[src/rtl/nddi_pkg.sv]
// Shared types and constants of the Newton divided-difference interpolator.
// Transaction payload structs, command codes and status codes.
// No dependencies.
package nddi_pkg;

  // Command codes of an input transaction.
  localparam logic CMD_LOAD = 1'b0;
  localparam logic CMD_EVAL = 1'b1;

  // Status codes of a result transaction.
  localparam logic [1:0] STAT_OK        = 2'd0;
  localparam logic [1:0] STAT_NOT_READY = 2'd1;
  localparam logic [1:0] STAT_DUPLICATE = 2'd2;
  localparam logic [1:0] STAT_SATURATED = 2'd3;

  // Width of the node count register.
  localparam int unsigned NodeCountW = 5;

  // Input transaction payload.
  typedef struct packed {
    logic               command;
    logic signed [31:0] node_x;
    logic signed [31:0] node_y;
    logic signed [31:0] query_x;
  } in_t;

  // Result transaction payload.
  typedef struct packed {
    logic signed [31:0] value;
    logic [1:0]         status;
  } out_t;

endpackage

[src/rtl/nddi_ram.sv]
// Synchronous single-port-write, single-port-read memory of 32-bit words.
// Read data is registered. Uses no package.
module nddi_ram #(
  parameter int unsigned DEPTH = 16
) (
  input  logic                     clk_i,
  input  logic                     we_i,
  input  logic [$clog2(DEPTH)-1:0] waddr_i,
  input  logic [31:0]              wdata_i,
  input  logic [$clog2(DEPTH)-1:0] raddr_i,
  output logic [31:0]              rdata_o
);

  logic [31:0] mem [DEPTH];
  logic [31:0] rdata_q;

  // Write port.
  always_ff @(posedge clk_i) begin
    if (we_i) begin
      mem[waddr_i] <= wdata_i;
    end
  end

  // Registered read port.
  always_ff @(posedge clk_i) begin
    rdata_q <= mem[raddr_i];
  end

  assign rdata_o = rdata_q;

endmodule

[src/rtl/nddi_div.sv]
// Bit-serial restoring divider: floor(num * 2^FRAC_BITS / den), saturated to 32 bits.
// One quotient bit per cycle. Uses no package.
module nddi_div #(
  parameter int unsigned FRAC_BITS = 24
) (
  input  logic               clk_i,
  input  logic               rst_ni,
  input  logic               start_i,
  input  logic signed [32:0] num_i,
  input  logic signed [32:0] den_i,
  output logic               done_o,
  output logic [31:0]        quot_o,
  output logic               sat_o
);

  localparam int unsigned NW   = 33 + FRAC_BITS;
  localparam int unsigned CNTW = $clog2(NW + 1);

  typedef enum logic [1:0] {D_IDLE, D_RUN, D_FIN} dstate_e;

  dstate_e         state_q;
  logic [CNTW-1:0] cnt_q;
  logic [NW-1:0]   dq_q;
  logic [32:0]     dm_q;
  logic [33:0]     rem_q;
  logic            neg_q;
  logic            done_q;
  logic [31:0]     quot_q;
  logic            sat_q;

  logic [32:0]     num_mag;
  logic [32:0]     den_mag;
  logic [33:0]     trial;
  logic            fits;
  logic signed [NW:0] sq;
  logic            ovf;

  // Magnitudes of the operands.
  assign num_mag = num_i[32] ? 33'(-num_i) : 33'(num_i);
  assign den_mag = den_i[32] ? 33'(-den_i) : 33'(den_i);

  // One restoring step.
  assign trial = {rem_q[32:0], dq_q[NW-1]};
  assign fits  = trial >= {1'b0, dm_q};

  // Signed floor quotient and its range check.
  always_comb begin
    if (neg_q) begin
      sq = -$signed({1'b0, dq_q}) - $signed((NW+1)'(rem_q != '0));
    end else begin
      sq = $signed({1'b0, dq_q});
    end
    ovf = !((&sq[NW:31]) || !(|sq[NW:31]));
  end

  always_ff @(posedge clk_i or negedge rst_ni) begin
    if (!rst_ni) begin
      state_q <= D_IDLE;
      done_q  <= 1'b0;
      cnt_q   <= '0;
    end else begin
      done_q <= 1'b0;
      case (state_q)
        D_IDLE: begin
          if (start_i) begin
            neg_q   <= num_i[32] ^ den_i[32];
            dq_q    <= {num_mag, {FRAC_BITS{1'b0}}};
            dm_q    <= den_mag;
            rem_q   <= '0;
            cnt_q   <= CNTW'(NW);
            state_q <= D_RUN;
          end
        end
        D_RUN: begin
          rem_q <= fits ? (trial - {1'b0, dm_q}) : trial;
          dq_q  <= {dq_q[NW-2:0], fits};
          cnt_q <= cnt_q - 1'b1;
          if (cnt_q == CNTW'(1)) begin
            state_q <= D_FIN;
          end
        end
        D_FIN: begin
          if (ovf) begin
            quot_q <= sq[NW] ? 32'h8000_0000 : 32'h7fff_ffff;
          end else begin
            quot_q <= sq[31:0];
          end
          sat_q   <= ovf;
          done_q  <= 1'b1;
          state_q <= D_IDLE;
        end
        default: state_q <= D_IDLE;
      endcase
    end
  end

  assign done_o = done_q;
  assign quot_o = quot_q;
  assign sat_o  = sat_q;

endmodule

[src/rtl/nddi_mul.sv]
// Bit-serial signed multiplier, 32 by 33 bits, giving a 65-bit product.
// One bit of the second operand per cycle. Uses no package.
module nddi_mul (
  input  logic               clk_i,
  input  logic               rst_ni,
  input  logic               start_i,
  input  logic signed [31:0] a_i,
  input  logic signed [32:0] b_i,
  output logic               done_o,
  output logic signed [64:0] prod_o
);

  typedef enum logic [1:0] {M_IDLE, M_RUN, M_FIN} mstate_e;

  mstate_e            state_q;
  logic [5:0]         cnt_q;
  logic [31:0]        ma_q;
  logic [32:0]        mb_q;
  logic [63:0]        acc_q;
  logic               neg_q;
  logic               done_q;
  logic signed [64:0] prod_q;

  always_ff @(posedge clk_i or negedge rst_ni) begin
    if (!rst_ni) begin
      state_q <= M_IDLE;
      done_q  <= 1'b0;
      cnt_q   <= '0;
    end else begin
      done_q <= 1'b0;
      case (state_q)
        M_IDLE: begin
          if (start_i) begin
            neg_q   <= a_i[31] ^ b_i[32];
            ma_q    <= a_i[31] ? 32'(-a_i) : 32'(a_i);
            mb_q    <= b_i[32] ? 33'(-b_i) : 33'(b_i);
            acc_q   <= '0;
            cnt_q   <= 6'd33;
            state_q <= M_RUN;
          end
        end
        M_RUN: begin
          // Shift-and-add, most significant bit first.
          acc_q <= {acc_q[62:0], 1'b0} + (mb_q[32] ? {32'd0, ma_q} : 64'd0);
          mb_q  <= {mb_q[31:0], 1'b0};
          cnt_q <= cnt_q - 1'b1;
          if (cnt_q == 6'd1) begin
            state_q <= M_FIN;
          end
        end
        M_FIN: begin
          prod_q  <= neg_q ? -$signed({1'b0, acc_q}) : $signed({1'b0, acc_q});
          done_q  <= 1'b1;
          state_q <= M_IDLE;
        end
        default: state_q <= M_IDLE;
      endcase
    end
  end

  assign done_o = done_q;
  assign prod_o = prod_q;

endmodule

[src/rtl/newton_divided_difference_interp.sv]
// Top level of the Newton divided-difference interpolator.
// Depends on nddi_pkg, nddi_ram, nddi_div and nddi_mul.
//
//   Port group   Direction  Handshake                Payload
//   in_*         input      in_valid_i/in_stall_o    nddi_pkg::in_t
//   out_*        output     out_valid_o/out_stall_i  nddi_pkg::out_t
//   cfg_*        input      cfg_we_i                 node_count (5 bits)
//
// Completing a set of n nodes runs n(n-1)/2 serial divisions in the divider. An
// evaluate on n nodes runs one bit-serial multiplication per node after the first.
// The result register lets the next transaction in while a result waits. Reset is
// asynchronous, active low; the node stores need no clearing. out_stall_i holds the
// finished result and, while that register is full, the sequencer in S_DONE.
module newton_divided_difference_interp #(
  parameter int unsigned MAX_NODES = 16,
  parameter int unsigned FRAC_BITS = 24
) (
  input  logic                                clk_i,
  input  logic                                rst_ni,
  input  logic                                in_valid_i,
  output logic                                in_stall_o,
  input  nddi_pkg::in_t                       in_data_i,
  output logic                                out_valid_o,
  input  logic                                out_stall_i,
  output nddi_pkg::out_t                      out_data_o,
  input  logic                                cfg_we_i,
  input  logic [nddi_pkg::NodeCountW-1:0]     cfg_data_i
);

  localparam int unsigned AW = $clog2(MAX_NODES);
  localparam int unsigned CW = $clog2(MAX_NODES + 1);

  typedef enum logic [3:0] {
    S_IDLE, S_B_RD0, S_B_RD1, S_B_RD2, S_B_DIV,
    S_E_INIT, S_E_STEP, S_E_CAP, S_E_MUL, S_DONE
  } state_e;

  state_e                         state_q;
  logic [nddi_pkg::NodeCountW-1:0] node_count_q;
  logic [CW-1:0]                  cnt_q;
  logic                           ready_q;
  logic                           faulty_q;
  logic [AW-1:0]                  k_q;
  logic [AW-1:0]                  i_q;
  logic signed [31:0]             q_q;
  logic signed [31:0]             r_q;
  logic signed [31:0]             c_i_q;
  logic signed [31:0]             x_i_q;
  logic                           sat_q;
  nddi_pkg::out_t                 pend_q;
  logic                           out_valid_q;
  nddi_pkg::out_t                 out_data_q;

  logic                           accept;
  logic                           is_load;
  logic                           out_free;
  logic [CW-1:0]                  eff;
  logic                           new_set;
  logic [CW-1:0]                  idx;
  logic [CW-1:0]                  cnt_next;
  logic [AW-1:0]                  last_idx;

  logic                           c_we;
  logic [AW-1:0]                  c_waddr;
  logic [31:0]                    c_wdata;
  logic [AW-1:0]                  c_raddr;
  logic [AW-1:0]                  x_raddr;
  logic [31:0]                    c_rdata;
  logic [31:0]                    x_rdata;

  logic signed [32:0]             num_w;
  logic signed [32:0]             den_w;
  logic                           div_start;
  logic                           div_done;
  logic [31:0]                    div_quot;
  logic                           div_sat;

  logic signed [32:0]             diff_w;
  logic                           mul_start;
  logic                           mul_done;
  logic signed [64:0]             mul_prod;
  logic signed [64:0]             shifted;
  logic signed [65:0]             sum_w;
  logic                           sum_ovf;
  logic signed [31:0]             sum_sat;

  // Input transaction and set bookkeeping for a load.
  assign in_stall_o = state_q != S_IDLE;
  assign accept     = in_valid_i && !in_stall_o;
  assign is_load    = in_data_i.command == nddi_pkg::CMD_LOAD;
  assign out_free   = !out_valid_q || !out_stall_i;

  always_comb begin
    if (node_count_q == '0) begin
      eff = CW'(1);
    end else if (32'(node_count_q) > MAX_NODES) begin
      eff = CW'(MAX_NODES);
    end else begin
      eff = CW'(node_count_q);
    end
  end

  assign new_set  = ready_q || (cnt_q >= eff);
  assign idx      = new_set ? '0 : cnt_q;
  assign cnt_next = idx + 1'b1;
  assign last_idx = AW'(cnt_q - 1'b1);

  // Memory port control.
  always_comb begin
    c_we    = 1'b0;
    c_waddr = AW'(idx);
    c_wdata = in_data_i.node_y;
    if (accept && is_load) begin
      c_we = 1'b1;
    end else if (state_q == S_B_DIV && div_done) begin
      c_we    = 1'b1;
      c_waddr = i_q;
      c_wdata = div_quot;
    end
  end

  always_comb begin
    c_raddr = i_q;
    x_raddr = i_q;
    case (state_q)
      S_IDLE: begin
        c_raddr = last_idx;
      end
      S_E_STEP: begin
        c_raddr = i_q - 1'b1;
        x_raddr = i_q - 1'b1;
      end
      S_B_RD1: begin
        c_raddr = i_q - 1'b1;
        x_raddr = i_q - k_q;
      end
      default: begin
        c_raddr = i_q;
        x_raddr = i_q;
      end
    endcase
  end

  nddi_ram #(.DEPTH(MAX_NODES)) u_x_ram (
    .clk_i   (clk_i),
    .we_i    (accept && is_load),
    .waddr_i (AW'(idx)),
    .wdata_i (in_data_i.node_x),
    .raddr_i (x_raddr),
    .rdata_o (x_rdata)
  );

  nddi_ram #(.DEPTH(MAX_NODES)) u_c_ram (
    .clk_i   (clk_i),
    .we_i    (c_we),
    .waddr_i (c_waddr),
    .wdata_i (c_wdata),
    .raddr_i (c_raddr),
    .rdata_o (c_rdata)
  );

  // Divided difference operands.
  assign num_w     = 33'(c_i_q) - 33'($signed(c_rdata));
  assign den_w     = 33'(x_i_q) - 33'($signed(x_rdata));
  assign div_start = state_q == S_B_RD2 && den_w != '0;

  nddi_div #(.FRAC_BITS(FRAC_BITS)) u_div (
    .clk_i   (clk_i),
    .rst_ni  (rst_ni),
    .start_i (div_start),
    .num_i   (num_w),
    .den_i   (den_w),
    .done_o  (div_done),
    .quot_o  (div_quot),
    .sat_o   (div_sat)
  );

  // Nested evaluation step.
  assign diff_w    = 33'(q_q) - 33'($signed(x_rdata));
  assign mul_start = state_q == S_E_CAP;

  nddi_mul u_mul (
    .clk_i   (clk_i),
    .rst_ni  (rst_ni),
    .start_i (mul_start),
    .a_i     (r_q),
    .b_i     (diff_w),
    .done_o  (mul_done),
    .prod_o  (mul_prod)
  );

  assign shifted = mul_prod >>> FRAC_BITS;
  assign sum_w   = 66'(shifted) + 66'(c_i_q);
  assign sum_ovf = !((&sum_w[65:31]) || !(|sum_w[65:31]));
  assign sum_sat = sum_ovf ? (sum_w[65] ? 32'sh8000_0000 : 32'sh7fff_ffff) : sum_w[31:0];

  // Sequencer, set state and result register.
  always_ff @(posedge clk_i or negedge rst_ni) begin
    if (!rst_ni) begin
      state_q      <= S_IDLE;
      node_count_q <= nddi_pkg::NodeCountW'(3);
      cnt_q        <= '0;
      ready_q      <= 1'b0;
      faulty_q     <= 1'b0;
      out_valid_q  <= 1'b0;
    end else begin
      if (cfg_we_i) begin
        node_count_q <= cfg_data_i;
      end
      if (out_free) begin
        out_valid_q <= state_q == S_DONE;
      end
      case (state_q)
        S_IDLE: begin
          if (accept) begin
            pend_q.value <= '0;
            sat_q        <= 1'b0;
            if (is_load) begin
              cnt_q         <= cnt_next;
              pend_q.status <= nddi_pkg::STAT_OK;
              k_q           <= AW'(1);
              i_q           <= AW'(cnt_next - 1'b1);
              // A load either continues an incomplete set or starts a new one.
              ready_q       <= cnt_next == eff;
              faulty_q      <= 1'b0;
              if (cnt_next == eff) begin
                state_q <= (cnt_next == CW'(1)) ? S_DONE : S_B_RD0;
              end else begin
                state_q <= S_DONE;
              end
            end else if (!ready_q) begin
              pend_q.status <= nddi_pkg::STAT_NOT_READY;
              state_q       <= S_DONE;
            end else if (faulty_q) begin
              pend_q.status <= nddi_pkg::STAT_DUPLICATE;
              state_q       <= S_DONE;
            end else begin
              q_q     <= in_data_i.query_x;
              state_q <= S_E_INIT;
            end
          end
        end
        S_B_RD0: begin
          state_q <= S_B_RD1;
        end
        S_B_RD1: begin
          c_i_q   <= c_rdata;
          x_i_q   <= x_rdata;
          state_q <= S_B_RD2;
        end
        S_B_RD2: begin
          if (den_w == '0) begin
            faulty_q      <= 1'b1;
            pend_q.status <= nddi_pkg::STAT_DUPLICATE;
            state_q       <= S_DONE;
          end else begin
            state_q <= S_B_DIV;
          end
        end
        S_B_DIV: begin
          if (div_done) begin
            sat_q <= sat_q || div_sat;
            if (i_q == k_q) begin
              if (k_q == last_idx) begin
                pend_q.status <= (sat_q || div_sat) ? nddi_pkg::STAT_SATURATED
                                                    : nddi_pkg::STAT_OK;
                state_q <= S_DONE;
              end else begin
                k_q     <= k_q + 1'b1;
                i_q     <= last_idx;
                state_q <= S_B_RD0;
              end
            end else begin
              i_q     <= i_q - 1'b1;
              state_q <= S_B_RD0;
            end
          end
        end
        S_E_INIT: begin
          r_q     <= c_rdata;
          i_q     <= last_idx;
          state_q <= S_E_STEP;
        end
        S_E_STEP: begin
          if (i_q == '0) begin
            pend_q.value  <= r_q;
            pend_q.status <= sat_q ? nddi_pkg::STAT_SATURATED : nddi_pkg::STAT_OK;
            state_q       <= S_DONE;
          end else begin
            i_q     <= i_q - 1'b1;
            state_q <= S_E_CAP;
          end
        end
        S_E_CAP: begin
          c_i_q   <= c_rdata;
          state_q <= S_E_MUL;
        end
        S_E_MUL: begin
          if (mul_done) begin
            r_q     <= sum_sat;
            sat_q   <= sat_q || sum_ovf;
            state_q <= S_E_STEP;
          end
        end
        S_DONE: begin
          if (out_free) begin
            out_data_q <= pend_q;
            state_q    <= S_IDLE;
          end
        end
        default: state_q <= S_IDLE;
      endcase
    end
  end

  assign out_valid_o = out_valid_q;
  assign out_data_o  = out_data_q;

endmodule

[config.mk]
export PLATFORM = sky130hd
export DESIGN_NAME = newton_divided_difference_interp
export DESIGN_NICKNAME = d
export VERILOG_FILES = /design/src/rtl/nddi_pkg.sv /design/src/rtl/nddi_ram.sv /design/src/rtl/nddi_div.sv /design/src/rtl/nddi_mul.sv /design/src/rtl/newton_divided_difference_interp.sv
export SDC_FILE = /design/constraint.sdc
export NUM_CORES = 2
export LEC_CHECK = 0
export BUFFER_PORTS_ARGS = -buffer_cell sky130_fd_sc_hd__clkbuf_2
export CORE_ASPECT_RATIO = 0.9
export CORE_MARGIN = 4
export CORE_UTILIZATION = 46
export CTS_CLUSTER_SIZE = 28
export DETAILED_ROUTE_END_ITERATION = 12
export HOLD_SLACK_MARGIN = 0.05
export MAX_ROUTING_LAYER = met4
export PLACE_DENSITY = 0.64
export SLEW_MARGIN = 10
export SYNTH_ARGS = -nofsm -noshare
export SYNTH_HDL_FRONTEND = slang
export SYNTH_HIERARCHICAL = 1
export SYNTH_SLANG_ARGS = --single-unit
[constraint.sdc]
create_clock -name clk_i -period 7.6 [get_ports clk_i]
set_clock_uncertainty 0.1 [all_clocks]
set_input_delay 0.76 -clock clk_i [delete_from_list [all_inputs] [get_ports clk_i]]
set_output_delay 0.76 -clock clk_i [all_outputs]
set_load 0.005 [all_outputs]
### Word-level counts from Yosys, hierarchy flattened

Memory sizes are Yosys's and may differ from the RTL's. A register that Yosys moved wholly into a read port is not among the register bits.
Index checks and enable logic that the tools add are counted.

| operators by class | value |
|---|---|
| equality and inequality tests | 36 |
| bitwise logic cells | 4 |
| reductions and logical operators | 64 |
| magnitude comparators | 3 |
| multiplexer cells | 97 |
| $add $sub $neg | 21 |

Operators by type and width:

| kind | count |
|---|---|
| 32-bit two-way mux | 9 |
| 34-bit two-way mux | 4 |
| 64-bit two-way mux | 2 |
| 32-bit case mux with 2 select lines | 2 |
| 64-bit case mux with 2 select lines | 1 |
| 57-bit case mux with 2 select lines | 1 |
| 4-bit two-way mux | 26 |
| 33-bit two-way mux | 3 |
| 33-bit negator | 3 |
| 32-bit by 32-bit subtractor with 33-bit output | 3 |
| 34-bit case mux with 2 select lines | 1 |
| 33-bit case mux with 2 select lines | 1 |
| 64-bit negator with 65-bit output | 1 |
| 64-bit adder | 1 |
| 58-bit two-way mux | 1 |
| 57-bit negator with 58-bit output | 1 |
| 58-bit by 2-bit subtractor with 58-bit output | 1 |
| 57-bit two-way mux | 1 |
| 41-bit by 32-bit adder with 42-bit output | 1 |
| 4-bit case mux with 10 select lines | 1 |
| 35-bit AND reduction | 1 |
| 35-bit OR reduction | 1 |
| 34-bit by 33-bit greater-or-equal comparator with 1-bit output | 1 |
| 34-bit nonzero test | 1 |
| 58 further kinds | 157 |

| word-level totals | value |
|---|---|
| RAM bits | 1024 |
| output and inout port bits | 36 |
| bits of input ports | 107 |
| memories | 2 |
| register bits | 593 |
| logic and storage cells | 264 |

Memory list:

| memory | words | bits a word | read ports | clocked after Yosys merged registers in | write ports | line | source |
|---|---|---|---|---|---|---|---|
| u_c_ram.mem | 16 | 32 | 1 | 1 | 1 | nddi_ram.sv:14 | `logic [31:0] mem [DEPTH];` |
| u_x_ram.mem | 16 | 32 | 1 | 1 | 1 | nddi_ram.sv:14 |  |

### Depth between registers and ports, before layout

| depth | value |
|---|---|
| word-level depth | 13 |
| depth in mapped cells | 23 |
| gate-level depth less buffers | 21 |

### Modules after synthesis

The synthesis kept the hierarchy.

Modules (own cells, without submodules):

| module | cells an instance | instances | seq. area each (µm²) | area each (µm²) |
|---|---|---|---|---|
| nddi_ram | 838 | 2 | 16015.4 | 19835.3 |
| newton_divided_difference_interp | 1771 | 1 | 6583.8 | 16440.8 |
| nddi_div | 1674 | 1 | 4969.8 | 14443.9 |
| nddi_mul | 1169 | 1 | 6080.8 | 12271.8 |

### Worst setup path before layout

Ideal clock, no wire load.

| path | value |
|---|---|
| path type | register -> register |
| from | register x_i_q[2] |
| to | register u_div.dq_q[0] (enable) |
| path buffers | 0 |
| period minus slack after synthesis | 5.870 ns |
| library setup time | 0.460 ns |
| data required time | 7.040 ns |
| stages on the path, launching flop included | 15 |
| setup slack | 1.730 ns |
| arrival | 5.310 ns |
| path through | edfxtp_1 ha_1 nor2b_1 o31a_1 o211ai_2 a32oi_2 nand3_1 o31ai_1 a21oi_1 nor2b_1 o41ai_1 o31a_1 nor2_1 nor2_1 and2_1 |

| on the way | value |
|---|---|
| longest elaborated chain between the ends | 5 |

RTL lines:

| what | line | source |
|---|---|---|
| start, declared | newton_divided_difference_interp.sv:48 | `logic signed [31:0] x_i_q;` |
| start signal, assigned | newton_divided_difference_interp.sv:248 | `x_i_q <= x_rdata;` |
| 32-bit by 32-bit subtractor with 33-bit output | newton_divided_difference_interp.sv:164 | `assign den_w = 33'(x_i_q) - 33'($signed(x_rdata));` |
| via den_w[32] | newton_divided_difference_interp.sv:72 | `logic signed [32:0] den_w;` |
| 33-bit nonzero test | newton_divided_difference_interp.sv:165 | `assign div_start = state_q == S_B_RD2 && den_w != '0;` |
| 1-bit logical AND | newton_divided_difference_interp.sv:165 |  |
| via div_start | newton_divided_difference_interp.sv:73 | `logic div_start;` |
| 2-bit != test (no source line) | n/a |  |
| 3-bit AND reduction (no source line) | n/a |  |
| end signal, assigned | nddi_div.sv:67 | `dq_q <= {num_mag, {FRAC_BITS{1'b0}}};` |
| end signal, assigned | nddi_div.sv:76 | `dq_q <= {dq_q[NW-2:0], fits};` |
| end, declared | nddi_div.sv:23 | `logic [NW-1:0] dq_q;` |

The timed path passes the listed nets, and every way through them passes these cells.
A chain may end at the register's enable or synchronous reset.

### Worst setup path in the final report

| path | value |
|---|---|
| from | register u_div.rem_q[5] |
| to | register u_div.quot_q[20] (netlist: u_div/quot_o[20]) (data pin) |

| on the way | value |
|---|---|
| longest elaborated chain between the ends | 7 |
| elaborated cells on any way between the ends | 9 |
| classes of those cells | 1 x add/sub; 3 x mux; 5 x reduce/logical |

RTL lines:

| what | line | source |
|---|---|---|
| start, declared | nddi_div.sv:25 | `logic [33:0] rem_q;` |
| start signal, assigned | nddi_div.sv:75 | `rem_q <= fits ? (trial - {1'b0, dm_q}) : trial;` |
| 34-bit nonzero test (*) | nddi_div.sv:49 | `sq = -$signed({1'b0, dq_q}) - $signed((NW+1)'(rem_q != '0));` |
| 58-bit by 2-bit subtractor with 58-bit output (*) | nddi_div.sv:49 |  |
| 58-bit two-way mux (*) | nddi_div.sv:48 | `if (neg_q) begin` |
| 27-bit OR reduction | nddi_div.sv:53 | `ovf = !((&sq[NW:31]) \|\| !(\|sq[NW:31]));` |
| 1-bit logical NOT | nddi_div.sv:53 |  |
| 1-bit logical OR | nddi_div.sv:53 |  |
| 32-bit two-way mux (*) | nddi_div.sv:83 | `if (ovf) begin` |
| end signal, assigned | nddi_div.sv:84 | `quot_q <= sq[NW] ? 32'h8000_0000 : 32'h7fff_ffff;` |
| end signal, assigned | nddi_div.sv:86 | `quot_q <= sq[31:0];` |
| end, declared | nddi_div.sv:28 | `logic [31:0] quot_q;` |

Mark *: on every way between the ends. The rest lies on a longest branch, timed or not.

==> metrics.md <==
| Metric | Value |
|---|---|
| Result of the run | complete, no violations |
| Leakage Power | between 30 and 40 nW |
| Power density over the cells | 393 nW/um^2 |
| Initial core utilization | 46.4% |
| I/O pin count | 143 |
| Worst vdd rail ir drop | 459 uV |
| Utilization after layout | between 50% and 60% |
| Worst max-slew margin expressed relative to the limit | 15.1% |
| Max Root-Sink Buffers | 3 |
| Category of the most critical setup path | reg -> reg |
| Drt drc | 0 |
| Mean area per synthesized cell | 13.1 um^2 |
| Total core area | 176000 um^2 |
| H-tree depth reported by CTS | 4 |
| Number of instances on the worst hold path | 2 |
| Die width | 452 um |
| Final Setup Violations | 0 |
| Endpoint, Worst Hold | node_count_q[2] |
| Count of vias placed by the detailed router | 53200 |
| FP Rows | approximately 150 |
| Post-Synthesis Cells | 6219 |
| Library cell contributing the largest single delay on the critical path | sky130_fd_sc_hd__o311ai_0 |
| Startpoint kind of the worst setup timing path | register |
| Final count of hold timing violations | 0 |
| Via density per instance | about 6 |
| Post-CTS Resized | 0 |
| Worst slew pin tran | 1.27 ns |
| Number of violations reported at the end of detailed-routing iteration 0 | 5984 |
| Root Buffer | sky130_fd_sc_hd__clkbuf_16 |
| Die Y | 408 um |
| Wirelength per Cell | 24.0 um |
| Number of warnings issued by yosys | 6 |
| Sink count of the clock tree | between 1500 and 2000 |
| Critical path's largest stage delay | 0.78 ns |
| FF-to-FF Start | u_div/rem_q[5] |
| Worst path cell trace | nor4_1, and4_1, nand4_1, nor4_2, ha_1, ha_1, inv_1, ha_1, or2_1, a21oi_1, o21ai_1, o311ai_0, o21bai_1, nand3_1, a21oi_1, or3_1, nor4_1, nand4_1, buf_4, nand3_1, buf_4, a311oi_1 |
| RD Place Congestion | 0.948 |
| Data required time of the critical path | 7.96 ns |
| Classification of the worst-slack hold path | in -> reg |
| Top cell by count, worst path | sky130_fd_sc_hd__ha_1 |
| Total negative setup slack | 0 ns |
| Worst EP arrival | 7.34 ns |
| Total buffers and inverters traversed by the critical path | 3 |
| Maximum number of pins on one net before global-route repair | approximately 130 |
| Minimum period implied by the final worst setup slack | 6.98 ns |
| Overall fraction of global-route tracks in use | between 20% and 30% |
| Aggregate routed wire length | 213000 um |
| Final global-route overflow total | 0 |
| Half-perimeter wire length of the detailed placement result | 142000 um |
| Worst Reg2Reg Path Length in Cells | 22 |
| CTS tree | built |
| Type of destination of the critical path | register |
| Count of buffers inserted at the top-level ports | 142 |
| Vias in the first global route | 50900 |
| Die Footprint | approximately 180000 um^2 |
| Worst-path fanout max | 31 |
| Syn nets | 6617 |
| Setup slack of the most critical reg-to-reg path | 0.62 ns |
| Initial antenna violation count | 12 |
| Final worst path period share | 91.9% |
| Max Cap Viol | 0 |
| Post-layout nets | ~6800 |
| CTS clk-pin slew, worst paths | 0.06 ns |
| CP Depth | 22 |
| Latest clock arrival within the worst-skew pair | a little over 0.8 ns |
| Share of cells above drive strength 1 | 13.5% |
| Syn Std Cell Area | 81800 um^2 |
| Drt first pass iters | 6 |
| Num CTS Buffers | between 150 and 200 |
| Unrepaired setup endpoints after global routing | false |
| Count of buffers added by post-CTS timing repair for setup | 0 |
| Wire length of the first global-routing pass | 322000 um |
| Final Max Tran Viols | 0 |
| Top delay family on crit path | simple AND/OR/NAND/NOR gates |
| Startpoint of the lowest-slack hold path | cfg_data_i[2] |
| Post-detailed-route count of antenna-violating nets | 0 |
| Area growth syn-to-layout | 11.6% |
| Achievable clock frequency | 0.143 GHz |
| Reg-to-reg endpoint | u_div/quot_o[20] |
==> worst register-to-register path, delay by kind of cell (launching register included) <==
family          cells  cell delay, ns
compound gates      6            1.65
fa+ha+maj           3            0.69
buf+inv             3            0.75
flops               1            0.42
simple gates       10            3.02
==> sequential cells by signal, summed over array words and instances (netlist names), 32 cells and up <==
name and flops:
c_i_q 32, out_data_o 34, pend_q 34, q_q 32, r_q 32, u_c_ram/mem 512
u_c_ram/rdata_o 32, u_div/dm_q 33, u_div/dq_q 57, u_div/quot_o 32, u_div/rem_q 34, u_mul/acc_q 64
u_mul/ma_q 32, u_mul/mb_q 33, u_mul/prod_o 41, u_x_ram/mem 512, u_x_ram/rdata_o 32, x_i_q 32
==> worst max-delay path by stage <==
stage	slack, ns	endpoint	start
after global placement	0.84	u_div/quot_o[27]	u_div/rem_q[3]
final	0.62	u_div/quot_o[20]	u_div/rem_q[5]
after floorplan	1.73	u_div/dq_q[0]	x_i_q[2]
after detailed placement	0.73	u_div/quot_o[20]	u_div/rem_q[3]
after CTS	0.67	u_div/quot_o[20]	u_div/rem_q[5]
after global routing	0.41	u_div/quot_o[20]	u_div/rem_q[5]
==> report_power, final <==
part | internal [W] | leakage [nW] | switching [W]
Clock | 0.00468 | 2.68 | 0.00360
Combinational | 0.00586 | 14.1 | 0.00972
Sequential | 0.0113 | 15.1 | 0.000711
Total | 0.0219 | 31.8 | 0.0140
==> metal layers <==
metal  vias to the layer above  track usage (%)  wire length, um
met5                         -                -                0
met4                         0             5.79             5000
met3                       314             3.29            14900
met2                      1912             34.4            96000
met1                     26700             34.5            97300
li1                      24300                -                -
==> per-stage QoR <==
step	hold WS [ns]	power [W]	worst slack [ns]	cell area, um^2	cells
floorplan	0.300	0.0230	1.73	81800	6219
global placement	0.308	0.0274	0.844	85200	8531
detailed placement	0.305	0.0275	0.733	85300	8534
CTS	0.104	0.0359	0.670	91200	8885
global route	0.140	0.0379	0.414	91200	8891
finish	0.148	0.0359	0.616	91200	8894
==> area by class of cell <==
cell class              instances  area [um^2]
fillers                     14700        85100
flip-flops and latches       1657        48900
multi-input cells            4030        31000
clock buffers                 219         4520
well taps                    2368         2960
repair buffers                249         1710
clock inverters                98         1030
inverters                     265          995
diodes                          8         20.0
==> what timing repair did <==
action,CTS,global route
setup endpoints to repair,0,0
endpoints found under the hold margin,66,0
hold buffers,34,0
==> cell usage in the layout, fill, tap and decap left out, drive strengths merged, types with 115 or more instances in the layout <==
cell / instances
a21o: 115
a21oi: 304
a22oi: 136
clkbuf: 361
edfxtp: 1558
ha: 284
inv: 271
mux4: 256
nand2: 552
nor2: 382
o21ai: 347
xnor2: 240
xor2: 152
(Power assumes the default switching activity.)
